### src/rtl/core/mbsf_pkg.sv
// Package for the MIDI byte stream framer: widths, MIDI codes, controller
// states, command and status structs, and the message length decoder.
// No dependencies.
package mbsf_pkg;

  localparam int BYTE_W        = 8;
  localparam int LIMIT_W       = 7;
  localparam int DEFAULT_DEPTH = 64;

  localparam logic [BYTE_W-1:0]  SYSEX_START = 8'hF0;
  localparam logic [BYTE_W-1:0]  SYSEX_END   = 8'hF7;
  localparam logic [LIMIT_W-1:0] LIMIT_RESET = 7'd3;

  // Controller states.
  typedef enum logic [1:0] {
    ST_IDLE,
    ST_READ,
    ST_LOAD
  } ctrl_state_t;

  // Commands from the controller to the datapath.
  typedef struct packed {
    logic step;   // an input byte is taken this cycle
    logic load;   // move the buffer read data into the output register
  } ctrl_cmd_t;

  // Status from the datapath to the controller.
  typedef struct packed {
    logic done;      // the byte at the input completes a message
    logic last;      // the read pointer is on the final byte of the message
    logic out_free;  // the output register can take a byte this cycle
  } ctrl_sts_t;

  // Number of bytes that completes a message opened by this status byte.
  // Zero means the message never completes on its own.
  function automatic logic [1:0] msg_length(input logic [BYTE_W-1:0] status);
    logic [1:0] len;
    len = 2'd0;
    if (!status[7]) begin
      len = 2'd0;
    end else if (status[7:4] == 4'hC || status[7:4] == 4'hD) begin
      len = 2'd2;
    end else if (status[7:4] != 4'hF) begin
      len = 2'd3;
    end else begin
      unique case (status) inside
        8'hF1, 8'hF3: len = 2'd2;
        8'hF2: len = 2'd3;
        8'hF6, 8'hF8, 8'hFA, 8'hFB, 8'hFC, 8'hFE, 8'hFF: len = 2'd1;
        default: len = 2'd0;
      endcase
    end
    return len;
  endfunction

endpackage

### src/rtl/core/mbsf_ram.sv
// Generic single write port RAM with one registered read port.
// No dependencies.
module mbsf_ram #(
  parameter int WIDTH = 8,
  parameter int DEPTH = 64
) (
  input  logic                     clk,
  input  logic                     we,
  input  logic [$clog2(DEPTH)-1:0] waddr,
  input  logic [WIDTH-1:0]         wdata,
  input  logic [$clog2(DEPTH)-1:0] raddr,
  output logic [WIDTH-1:0]         rdata
);

  logic [WIDTH-1:0] mem [DEPTH];

  // Write port and registered read port.
  always_ff @(posedge clk) begin
    if (we) begin
      mem[waddr] <= wdata;
    end
    rdata <= mem[raddr];
  end

endmodule

### src/rtl/core/mbsf_ctrl.sv
// Controller for the MIDI framer: takes bytes and sequences the read-out
// of a completed message. Depends on mbsf_pkg.
module mbsf_ctrl (
  input  logic               clk,
  input  logic               rst,
  input  logic               in_valid,
  output logic               in_ready,
  output mbsf_pkg::ctrl_cmd_t cmd,
  input  mbsf_pkg::ctrl_sts_t sts
);
  import mbsf_pkg::*;

  ctrl_state_t state;
  ctrl_state_t state_next;

  // State register.
  always_ff @(posedge clk) begin
    if (rst) begin
      state <= ST_IDLE;
    end else begin
      state <= state_next;
    end
  end

  // Next state and commands.
  always_comb begin
    state_next = state;
    in_ready   = 1'b0;
    cmd.step   = 1'b0;
    cmd.load   = 1'b0;
    unique case (state)
      ST_IDLE: begin
        in_ready = 1'b1;
        cmd.step = in_valid;
        if (in_valid && sts.done) begin
          state_next = ST_READ;
        end
      end
      ST_READ: begin
        state_next = ST_LOAD;
      end
      ST_LOAD: begin
        if (sts.out_free) begin
          cmd.load   = 1'b1;
          state_next = sts.last ? ST_IDLE : ST_READ;
        end
      end
      default: begin
        state_next = ST_IDLE;
      end
    endcase
  end

endmodule

### src/rtl/core/mbsf_dp.sv
// Datapath for the MIDI framer: limit register, framing state, message
// buffer, read pointer and output register. Depends on mbsf_pkg, mbsf_ram.
module mbsf_dp #(
  parameter int BUFFER_DEPTH = mbsf_pkg::DEFAULT_DEPTH
) (
  input  logic                         clk,
  input  logic                         rst,
  input  logic                         cfg_valid,
  input  logic [mbsf_pkg::LIMIT_W-1:0] cfg_data,
  input  logic [mbsf_pkg::BYTE_W-1:0]  rx_byte,
  input  mbsf_pkg::ctrl_cmd_t          cmd,
  output mbsf_pkg::ctrl_sts_t          sts,
  input  logic                         out_ready,
  output logic                         out_valid,
  output logic [mbsf_pkg::BYTE_W-1:0]  msg_byte,
  output logic                         is_exclusive,
  output logic                         last_byte
);
  import mbsf_pkg::*;

  localparam int ADDR_W = $clog2(BUFFER_DEPTH);
  localparam int FILL_W = $clog2(BUFFER_DEPTH + 1);

  logic [LIMIT_W-1:0] limit;
  logic [FILL_W-1:0]  fill;
  logic [FILL_W-1:0]  fill_next;
  logic               in_excl;
  logic               in_excl_next;
  logic               in_msg;
  logic               in_msg_next;
  logic [1:0]         status_len;
  logic [FILL_W-1:0]  emit_n;
  logic               emit_excl;
  logic [ADDR_W-1:0]  rd_ptr;

  logic [FILL_W-1:0]  lim_eff;
  logic [FILL_W-1:0]  fill_base;
  logic [FILL_W-1:0]  fill_inc;
  logic [1:0]         cur_len;
  logic               is_status;
  logic               wr_en;
  logic               done;
  logic [BYTE_W-1:0]  rd_data;

  // Effective limit: zero acts as the reset value, large values clamp to the depth.
  always_comb begin
    if (limit == '0) begin
      lim_eff = FILL_W'(LIMIT_RESET);
    end else if (limit > LIMIT_W'(BUFFER_DEPTH)) begin
      lim_eff = FILL_W'(BUFFER_DEPTH);
    end else begin
      lim_eff = FILL_W'(limit);
    end
  end

  // Framing decision for the byte at the input.
  always_comb begin
    is_status    = rx_byte[7];
    fill_base    = (!in_excl && is_status) ? '0 : fill;
    fill_inc     = fill_base + 1'b1;
    cur_len      = is_status ? msg_length(rx_byte) : status_len;
    fill_next    = fill;
    in_excl_next = in_excl;
    in_msg_next  = in_msg;
    wr_en        = 1'b0;
    done         = 1'b0;
    if (in_excl) begin
      // Exclusive capture stores every byte, up to the limit, until the end code.
      if (fill >= lim_eff) begin
        in_excl_next = 1'b0;
        fill_next    = '0;
      end else begin
        wr_en = 1'b1;
        if (rx_byte == SYSEX_END) begin
          in_excl_next = 1'b0;
          done         = 1'b1;
          fill_next    = '0;
        end else if (fill_inc >= lim_eff) begin
          in_excl_next = 1'b0;
          fill_next    = '0;
        end else begin
          fill_next = fill_inc;
        end
      end
    end else if (is_status && rx_byte == SYSEX_START) begin
      in_excl_next = 1'b1;
      in_msg_next  = 1'b0;
      fill_next    = '0;
    end else if (is_status || in_msg) begin
      // Ordinary message: completion is tested before the limit.
      if (fill_base >= lim_eff) begin
        in_msg_next = 1'b0;
        fill_next   = '0;
      end else begin
        wr_en = 1'b1;
        if (cur_len != 2'd0 && fill_inc == FILL_W'(cur_len)) begin
          in_msg_next = 1'b0;
          done        = 1'b1;
          fill_next   = '0;
        end else if (fill_inc >= lim_eff) begin
          in_msg_next = 1'b0;
          fill_next   = '0;
        end else begin
          in_msg_next = 1'b1;
          fill_next   = fill_inc;
        end
      end
    end
  end

  // Configuration register.
  always_ff @(posedge clk) begin
    if (rst) begin
      limit <= LIMIT_RESET;
    end else if (cfg_valid) begin
      limit <= cfg_data;
    end
  end

  // Framing state, updated once per accepted byte.
  always_ff @(posedge clk) begin
    if (rst) begin
      fill    <= '0;
      in_excl <= 1'b0;
      in_msg  <= 1'b0;
    end else if (cmd.step) begin
      fill    <= fill_next;
      in_excl <= in_excl_next;
      in_msg  <= in_msg_next;
    end
  end

  // Message description and read pointer for the read-out.
  always_ff @(posedge clk) begin
    if (rst) begin
      status_len <= 2'd0;
      emit_n     <= '0;
      emit_excl  <= 1'b0;
      rd_ptr     <= '0;
    end else if (cmd.step) begin
      if (!in_excl && is_status) begin
        status_len <= cur_len;
      end
      if (done) begin
        emit_n    <= fill_inc;
        emit_excl <= in_excl;
        rd_ptr    <= '0;
      end
    end else if (cmd.load) begin
      rd_ptr <= rd_ptr + 1'b1;
    end
  end

  // Message buffer.
  mbsf_ram #(
    .WIDTH (BYTE_W),
    .DEPTH (BUFFER_DEPTH)
  ) u_ram (
    .clk   (clk),
    .we    (cmd.step && wr_en),
    .waddr (fill_base[ADDR_W-1:0]),
    .wdata (rx_byte),
    .raddr (rd_ptr),
    .rdata (rd_data)
  );

  // Output register; it holds its byte until the transaction completes.
  always_ff @(posedge clk) begin
    if (rst) begin
      out_valid <= 1'b0;
    end else if (cmd.load) begin
      out_valid <= 1'b1;
    end else if (out_ready) begin
      out_valid <= 1'b0;
    end
  end

  always_ff @(posedge clk) begin
    if (cmd.load) begin
      msg_byte     <= rd_data;
      is_exclusive <= emit_excl;
      last_byte    <= sts.last;
    end
  end

  // Status back to the controller.
  always_comb begin
    sts.done     = done;
    sts.last     = (FILL_W'(rd_ptr) == emit_n - 1'b1);
    sts.out_free = !out_valid || out_ready;
  end

endmodule

### src/rtl/core/midi_byte_stream_framer_top.sv
// Top level of the MIDI byte stream framer: controller plus datapath.
// Depends on mbsf_pkg, mbsf_ctrl, mbsf_dp (and mbsf_ram below it).
//
//   Channel   Signals                                        Direction
//   input     in_valid, in_ready, rx_byte                    in
//   output    out_valid, out_ready, msg_byte,                out
//             is_exclusive, last_byte
//   config    cfg_valid, cfg_ready, cfg_data (buffer limit)  in
//
// A byte that completes no message leaves the controller in ST_IDLE, so
// bytes may arrive back to back. A completed message is read out of the
// buffer RAM byte by byte via a registered read (ST_READ) and an output
// load (ST_LOAD); input waits for the last load, output stalls included.
// Synchronous reset clears the framing state and sets the limit to 3.
// The output register holds a byte while out_ready is low.
module midi_byte_stream_framer_top #(
  parameter int BUFFER_DEPTH = mbsf_pkg::DEFAULT_DEPTH
) (
  input  logic       clk,
  input  logic       rst,
  input  logic       in_valid,
  output logic       in_ready,
  input  logic [7:0] rx_byte,
  output logic       out_valid,
  input  logic       out_ready,
  output logic [7:0] msg_byte,
  output logic       is_exclusive,
  output logic       last_byte,
  input  logic       cfg_valid,
  output logic       cfg_ready,
  input  logic [6:0] cfg_data
);
  import mbsf_pkg::*;

  ctrl_cmd_t cmd;
  ctrl_sts_t sts;

  // The limit register takes a write in any cycle.
  assign cfg_ready = 1'b1;

  mbsf_ctrl u_ctrl (
    .clk      (clk),
    .rst      (rst),
    .in_valid (in_valid),
    .in_ready (in_ready),
    .cmd      (cmd),
    .sts      (sts)
  );

  mbsf_dp #(
    .BUFFER_DEPTH (BUFFER_DEPTH)
  ) u_dp (
    .clk          (clk),
    .rst          (rst),
    .cfg_valid    (cfg_valid),
    .cfg_data     (cfg_data),
    .rx_byte      (rx_byte),
    .cmd          (cmd),
    .sts          (sts),
    .out_ready    (out_ready),
    .out_valid    (out_valid),
    .msg_byte     (msg_byte),
    .is_exclusive (is_exclusive),
    .last_byte    (last_byte)
  );

  // A byte is never loaded over one that is still waiting at the output.
  a_load_when_free: assert property (@(posedge clk) disable iff (rst)
    cmd.load |-> (!out_valid || out_ready))
    else $error("output register overwritten while stalled");

  // Completing a message stops input until the read-out is over.
  a_done_blocks_input: assert property (@(posedge clk) disable iff (rst)
    (cmd.step && sts.done) |=> !in_ready)
    else $error("input taken while a message is pending read-out");

  // Loading the final byte returns the block to taking input.
  a_last_frees_input: assert property (@(posedge clk) disable iff (rst)
    (cmd.load && sts.last) |=> in_ready)
    else $error("input not resumed after the last byte");

endmodule

### config.mk
export PLATFORM = sky130hd
export DESIGN_NAME = midi_byte_stream_framer_top
export DESIGN_NICKNAME = d
export VERILOG_FILES = /design/src/rtl/core/mbsf_pkg.sv /design/src/rtl/core/mbsf_ram.sv /design/src/rtl/core/mbsf_ctrl.sv /design/src/rtl/core/mbsf_dp.sv /design/src/rtl/core/midi_byte_stream_framer_top.sv
export SDC_FILE = /design/constraint.sdc
export NUM_CORES = 1
export LEC_CHECK = 0
export BUFFER_PORTS_ARGS = -buffer_cell sky130_fd_sc_hd__buf_4
export CAP_MARGIN = 5
export CORE_MARGIN = 2
export CORE_UTILIZATION = 60
export CTS_BUF_LIST = sky130_fd_sc_hd__clkbuf_8
export DETAILED_ROUTE_END_ITERATION = 10
export PLACE_DENSITY = 0.83
export SETUP_SLACK_MARGIN = 0.02
export SYNTH_ARGS = -nofsm -noshare
export SYNTH_HDL_FRONTEND = slang
export SYNTH_SLANG_ARGS = --single-unit
### constraint.sdc
create_clock -name clk -period 8.2 [get_ports clk]
set_input_delay 0.41 -clock clk [delete_from_list [all_inputs] [get_ports clk]]
set_output_delay 0.41 -clock clk [all_outputs]
set_load 0.03 [all_outputs]
Yosys cells after proc, flatten, opt, wreduce, memory -nomap -nowiden
Memory sizes are Yosys's and may differ from the RTL's. A register that Yosys moved wholly into a read port is not among the register bits.
Cells that the tools add are included.
Widths: inputs -> output; s select.
Storage, ports and cells
  bits in writable memories: 512
  bits of input ports: 20
  register bits: 45
  memories: 1
Memories
  u_dp.u_ram.mem: depth 64, bits a word 8, read ports 1, clocked after memory_dff 1, write ports 1, line mbsf_ram.sv:15  | logic [WIDTH-1:0] mem [DEPTH];
Cells by class
  reductions and logical operators: 25
  equal/unequal tests: 22
  add/subtract/negate cells: 3
  bitwise gates (word level): 1
  mux-type cells: 51
  magnitude comparators: 4
Operator list (count)
  $eq 8x8->1 const B: 12
  $mux 7: 11
  $mux 1: 30
  $ge 7x7->1: 3
  $mux 6: 3
  $pmux 2 s3: 2
  $mux 2: 5
  $reduce_and 2->1: 5
  $eq 4x4->1 const B: 2
  $reduce_bool 2->1: 4
  $add 7x1->7 const B: 1
  $eq 6x7->1: 1
  $eq 7x2->1: 1
  $gt 7x7->1 const B: 1
  $logic_not 7->1: 1
  $reduce_or 7->1: 1
  $sub 7x1->7 const B: 1
  $add 6x1->6 const B: 1
  $logic_and 1x1->1: 5
  $ne 2x2->1 const B: 2
  $ne 4x4->1 const B: 1
  $logic_or 1x1->1: 3
  $reduce_and 3->1: 1
  $reduce_bool 3->1: 1
  other kinds (7): 8

Longest topological paths before layout
  word-level depth: 16
  gate-level depth with buffers: 15
  depth with buffers taken out: 13

By module
A second synthesis with hierarchy kept.
Unflattened totals
  cells, all modules: 1265
  area total of the unflattened synthesis: 23189.7 um2
By module, submodules not included
  mbsf_ram: cells each 940, seq. area each 15534.9 um2, area an instance 20166.8 um2, instances 1
  mbsf_dp: cells each 312, seq. area each 960.9 um2, area an instance 2906.5 um2, instances 1
  mbsf_ctrl: cells each 11, seq. area each 40.0 um2, area an instance 105.1 um2, instances 1
  midi_byte_stream_framer_top: cells each 2, seq. area each 0.0 um2, area an instance 11.3 um2, instances 1

Worst setup path after synthesis
OpenSTA, ideal clock, no wires.
  path type: input port to flip-flop
  start point: in rx_byte[7]
  end point: reg u_dp.fill[4]
  path slack: 4.459 ns
  required time: 8.113 ns
  stages: 15
  library setup time: 0.087 ns
  arrival time: 3.653 ns
  path buffers: 2
  path through: buf_6 > nor2b_4 > buf_6 > nor2_1 > ha_1 > and3_4 > xnor2_1 > or2_2 > inv_1 > ha_1 > a2111oi_0 > o21ai_0 > a2111oi_0 > o31ai_1 > o31ai_1
On the way
  elaborated cells between the ends (all ways): 42
  classes of those cells: add/sub (1); order compare (2); eq/ne (16); mux (13); reduce/logical (10)
RTL lines
  start, declared: line midi_byte_stream_framer_top.sv:23  | input logic [7:0] rx_byte,
  $logic_and 1x1->1 *: line mbsf_dp.sv:59  | fill_base = (!in_excl && is_status) ? '0 : fill;
  $mux 7 *: line mbsf_dp.sv:59
  $add 7x1->7 *: line mbsf_dp.sv:60  | fill_inc = fill_base + 1'b1;
  named net u_dp.fill_inc[4]: line mbsf_dp.sv:38  | logic [FILL_W-1:0] fill_inc;
  $ge 7x7->1 or $eq 7x2->1 (tied branches): line mbsf_dp.sv:78, mbsf_dp.sv:100, mbsf_dp.sv:96
  $mux 7 or $logic_and 1x1->1 (tied branches): line mbsf_dp.sv:78, mbsf_dp.sv:100, mbsf_dp.sv:96
  $mux 7: line mbsf_dp.sv:96  | if (cur_len != 2'd0 && fill_inc == FILL_W'(cur_len)) begin
  $mux 7: line mbsf_dp.sv:91  | if (fill_base >= lim_eff) begin
  $mux 7: line mbsf_dp.sv:89  | end else if (is_status || in_msg) begin
  $mux 7: line mbsf_dp.sv:85  | end else if (is_status && rx_byte == SYSEX_START) begin
  $mux 7 *: line mbsf_dp.sv:67  | if (in_excl) begin
  end signal, assigned: line mbsf_dp.sv:127  | fill <= fill_next;
  end, declared: line mbsf_dp.sv:25  | logic [FILL_W-1:0] fill;
The timed path passes the listed nets; every way through them passes the cells marked *. The select of a mux whose other input is x is not followed.
A chain may end at the register's enable or synchronous reset.

Worst setup path in the final report
  start point: reg u_dp.fill[0]
  end point: mem u_dp.u_ram.mem[22][1] (enable)
On the way
  longest elaborated chain between the ends: 9
  elaborated cells between the ends (all ways): 11
  classes of those cells: order compare (2); mux (8); reduce/logical (1)
Ends and longest elaborated chain
  $mux 7: line mbsf_dp.sv:59
  $ge 7x7->1: line mbsf_dp.sv:91
  $mux 1: line mbsf_dp.sv:91
  $mux 1: line mbsf_dp.sv:89
  $mux 1: line mbsf_dp.sv:85
  $mux 1: line mbsf_dp.sv:67
  $logic_and 1x1->1: line mbsf_dp.sv:160  | .we (cmd.step && wr_en),
  $mux 1: line mbsf_ram.sv:19  | if (we) begin
  $mux 1 (implied by the code): line mbsf_ram.sv:20  | mem[waddr] <= wdata;
  end, declared: line mbsf_ram.sv:15
Parallel ways exist; a longest one is shown, timed or not.

==> metrics list <==
- The cell sitting at the root of the clock tree is a clkbuf_8.
* Final net count: roughly 1.3k
* Endpoint kind of the worst setup timing path: register
- The min-delay analysis places its worst path in the category in2reg.
- GRT Overall Usage: 28.5%
* Final setup viols: 0
- Per-instance average area after synthesis: 19.4 sq um
- The mapped netlist covers 23000 sq um.
- At the worst endpoint, the required time is 8.45 ns.
- Gp weighted congestion: between 0.8 and 0.9
* Asr flop ratio synth: 0%
* Final hold vios: 0
- Number of setup buffers added after CTS: 0
* Post-synthesis net count: 1231
- Share of post-route cells with drive strength above 1: 26.1%
- Together, buffers and inverters on the worst path number 3.
* Top fanout value on the critical path: 64
- Entering global routing, the biggest net connects 71 pins.
- Synth unique cells: just over 70
* Share of total power consumed by net switching: between 20% and 30%
- Counting every instance in the synthesized netlist gives between 1k and 1.5k.
- After detailed routing, the number of vias per cell comes to 6.75.
* Max-capacitance violation count: 0
- After global routing the overflow that remains totals 0.
- Fill cells in the final layout number 2387.
- With fillers left out, the area of the finished cells amounts to 25300 sq um.
- On the final layout, the worst clock skew is 0.0296 ns.
- Final number of max-transition violations: 0
* Setup Total Neg Slack: 0 ns
* CP most frequent cell: inv_1
* Arrival time of data at the critical path endpoint: 4.95 ns
- Per report_power, the combinational group accounts for roughly 4.2% of the total.
- The count of nets left with antenna violations once routing finished came out at 0.
* Global-route wire length before repair: 79.9 mm
- Transition time of the tightest slew-check pin: 1.20 ns
- The floorplan step defined a die boundary enclosing 39900 sq um.
* Max H-tree Level: 3
* Cell type of the slowest stage on the worst timing path: nor3_1
- Initial core utilization: 61.0%
- Largest buffer count on any clock path: 3
- TritonCTS built the clock tree.
* Row count: 71
* Placed cell areas: 23700 sq um
* Count of flip-flops with a built-in enable after synthesis: between 500 and 600
- CP Launch Type: register
* Synth warnings: 0
* Leakage Power: roughly 8 nW
* Number of inserted diodes: 0
* Minimum setup slack after placement: 3.00 ns
- In this design, the largest share of critical-path delay is due to simple AND/OR/NAND/NOR gates.
- The worst setup path is of the reg2reg kind.
- Synthesized flop and latch total: 565
- The die is 200 um wide.
- The first detailed-routing pass ran for 5 iterations.
- Routed Wire Length: 54.6 mm
- IO buf count: 31
* Via count of the first global-routing pass: between 10k and 15k
* Worst Setup Slack, final: 3.50 ns
* Floorplan core area: approximately 38000 sq um
- Total I/O pin count: 33
- In this run the power spent charging and discharging nets is 1.25 mW.
- Result of the run: finished, final reports clean
* WL/cell: slightly below 30 um
* Primary FF master, synth: edfxtp_1
- VDD sags by at most 123 uV.
* Total half-perimeter wirelength after legalization and detailed placement: between 30 and 40 mm
- Registers are responsible for between 50% and 60% of the overall power.
* PD cells: 222 nW/um^2
- After clock tree synthesis, the clock-pin slew on the worst setup and hold paths is 0.06 ns.
- Of the total power, the clock network draws 39.5%.
- Post-route total power: 5.63 mW
- Internal: 4.38 mW
* Share of synthesized area occupied by flip-flops and latches: 71.9%
* Die Ht: 200 um
* Initial antenna violation count: 2
- The detailed router finished its first iteration with 1805 violations.
- Headroom to the max-slew limit: between 10% and 20%
* Total DRC errors in the routed layout: 0
- Minimum clock period: 4.70 ns
- From synthesis to final layout, the design area changed by 10.3%.
* Worst-skew pair later-pin latency: 0.65 ns
* Highest clock rate: about 210 MHz
- Critical path, cell by cell: inv_1 -> nor2_1 -> inv_1 -> ha_1 -> nand2b_1 -> a211oi_2 -> o21bai_1 -> nor4_1 -> a21oi_4 -> buf_4 -> nor3_1
- Final period utilization: 57.3%
- The routed layout has ~12k vias.
- The number of clock buffers added by TritonCTS is 85.
* Setup repair after global routing missed its margin: false
- The clock net in this run drives a total of 565 sinks.
- Highest cell delay on the worst timing path: about 1.1 ns
-- final timing paths --
check | start | end | depth (start not counted) | slack, ns
max | u_dp.fill[0] | u_dp.u_ram.mem[22][1] | 11 | 3.50
min | cfg_data[5] | u_dp.limit[5] | 3 | 0.02
max reg2reg | u_dp.fill[0] | u_dp.u_ram.mem[22][1] | 11 | 3.50
min reg2reg | u_dp.u_ram.rdata[6] | u_dp.msg_byte[6] | 0 | 0.41
-- power groups by stage --
stage               clock network, mW  registers, mW  logic, mW
floorplan                           0           3.23      0.127
global placement                    0           3.23      0.229
detailed placement                  0           3.23      0.233
CTS                              2.24           3.17      0.235
global route                     2.37           3.17      0.253
finish                           2.22           3.17      0.238
-- per-layer routing --
metal / vias to the layer above / part of all wire [%] / track usage, %
li1: 5062 / - / -
met1: 6288 / 37 / 39.3
met2: 890 / 48 / 44.7
met3: 123 / 11 / 7.43
met4: 8 / 3.5 / 10.8
met5: - / 0.10 / 0
-- registers in the layout, indices dropped and copies added, names as in the netlist --
register           count
u_dp.emit_n            7
u_dp.last_byte         1
u_dp.in_msg            1
u_dp.limit             7
u_dp.status_len        2
u_dp.emit_excl         1
u_dp.rd_ptr            6
u_dp.u_ram.rdata       8
u_dp.fill              7
u_dp.is_exclusive      1
u_dp.msg_byte          8
u_ctrl.state           2
u_dp.out_valid         1
u_dp.u_ram.mem       512
u_dp.in_excl           1
-- final cells by class --
class	count	area, sq um	area share, %
Clock buffer	90	1240	4.89
Clock inverter	62	397	1.56
Inverter	14	52.6	0.207
Multi-Input combinational cell	541	6090	24.0
Sequential cell	565	16500	65.3
Tap cell	511	639	2.52
Timing Repair Buffer	49	380	1.50
-- synth_stat cells (4+ instances only) --
master | n | area share [%]
mux4_2 | 160 | 16
nor4_1 | 5 | 0.14
ha_1 | 24 | 1.3
nand2b_1 | 9 | 0.24
nand4_1 | 7 | 0.19
inv_1 | 14 | 0.23
or3_1 | 8 | 0.22
nand2_1 | 48 | 0.78
nor2_1 | 36 | 0.59
nand3_1 | 13 | 0.28
a41oi_1 | 5 | 0.19
buf_2 | 16 | 0.35
a22oi_1 | 16 | 0.52
and2_1 | 8 | 0.22
nor2b_1 | 8 | 0.22
edfxtp_1 | 522 | 68
xnor2_1 | 9 | 0.34
mux2i_1 | 5 | 0.22
nor3_1 | 76 | 1.7
dfxtp_1 | 43 | 3.7
clkbuf_1 | 26 | 0.42
o21ai_0 | 16 | 0.35
o31ai_1 | 4 | 0.13
buf_6 | 4 | 0.20
a21oi_1 | 10 | 0.22
a32o_2 | 4 | 0.20
buf_1 | 18 | 0.29
xor2_1 | 7 | 0.27
-- worst register-to-register path, cell delays in order, from the launching register on --
cell and delay [ns]:
dfxtp_1 0.59, inv_1 0.13, nor2_1 0.47, inv_1 0.18, ha_1 0.32, nand2b_1 0.16
a211oi_2 0.21, o21bai_1 0.18, nor4_1 0.52, a21oi_4 0.03, buf_4 0.41, nor3_1 1.11
-- timing repair --
item,4_1_cts,5_1_grt
hold endpoints to repair,5,0
gates resized for setup,0,0
hold buffers,5,0
-- cell families (layout without fill, tap and decap cells) --
| family | count (synthesis) | after routing | share of synthesized area, % |
|---|---|---|---|
| and+or+nand+nor | 242 | 242 | 5.56 |
| xor gates and xnor gates | 16 | 16 | 0.610 |
| AOI/OAI and AO/OA | 92 | 92 | 3.00 |
| other | 1 | 1 | 0.0163 |
| DFF | 565 | 565 | 71.9 |
| muxes | 166 | 166 | 16.0 |
| adders and majority gates | 24 | 24 | 1.31 |
| buffers and inverters | 81 | 215 | 1.62 |
-- per-stage QoR --
step / util, % / hold WS [ns] / instances
final: 67.3 / 0.0197 / 1832
after detailed placement: 62.8 / 0.392 / 1675
after CTS: 67.3 / 0.00150 / 1832
after global routing: 67.3 / 0.0304 / 1832
after floorplan: - / 0.386 / 1187
after global placement: 62.8 / 0.392 / 1675
-- cell usage in the layout, fill, tap and decap left out, drive strengths merged, types with 10 or more instances in the layout --
cell / Yosys / routed
clkbuf: 27 / 90
nor3: 76 / 76
dfxtp: 43 / 43
o21ai: 18 / 18
clkinv: 0 / 29
a22oi: 16 / 16
inv: 14 / 42
mux4: 160 / 160
nand2: 48 / 48
ha: 24 / 24
a21oi: 10 / 10
nor2: 37 / 37
nand3: 13 / 13
buf: 40 / 44
edfxtp: 522 / 522
Note: power is estimated with default switching activity, not from simulation.
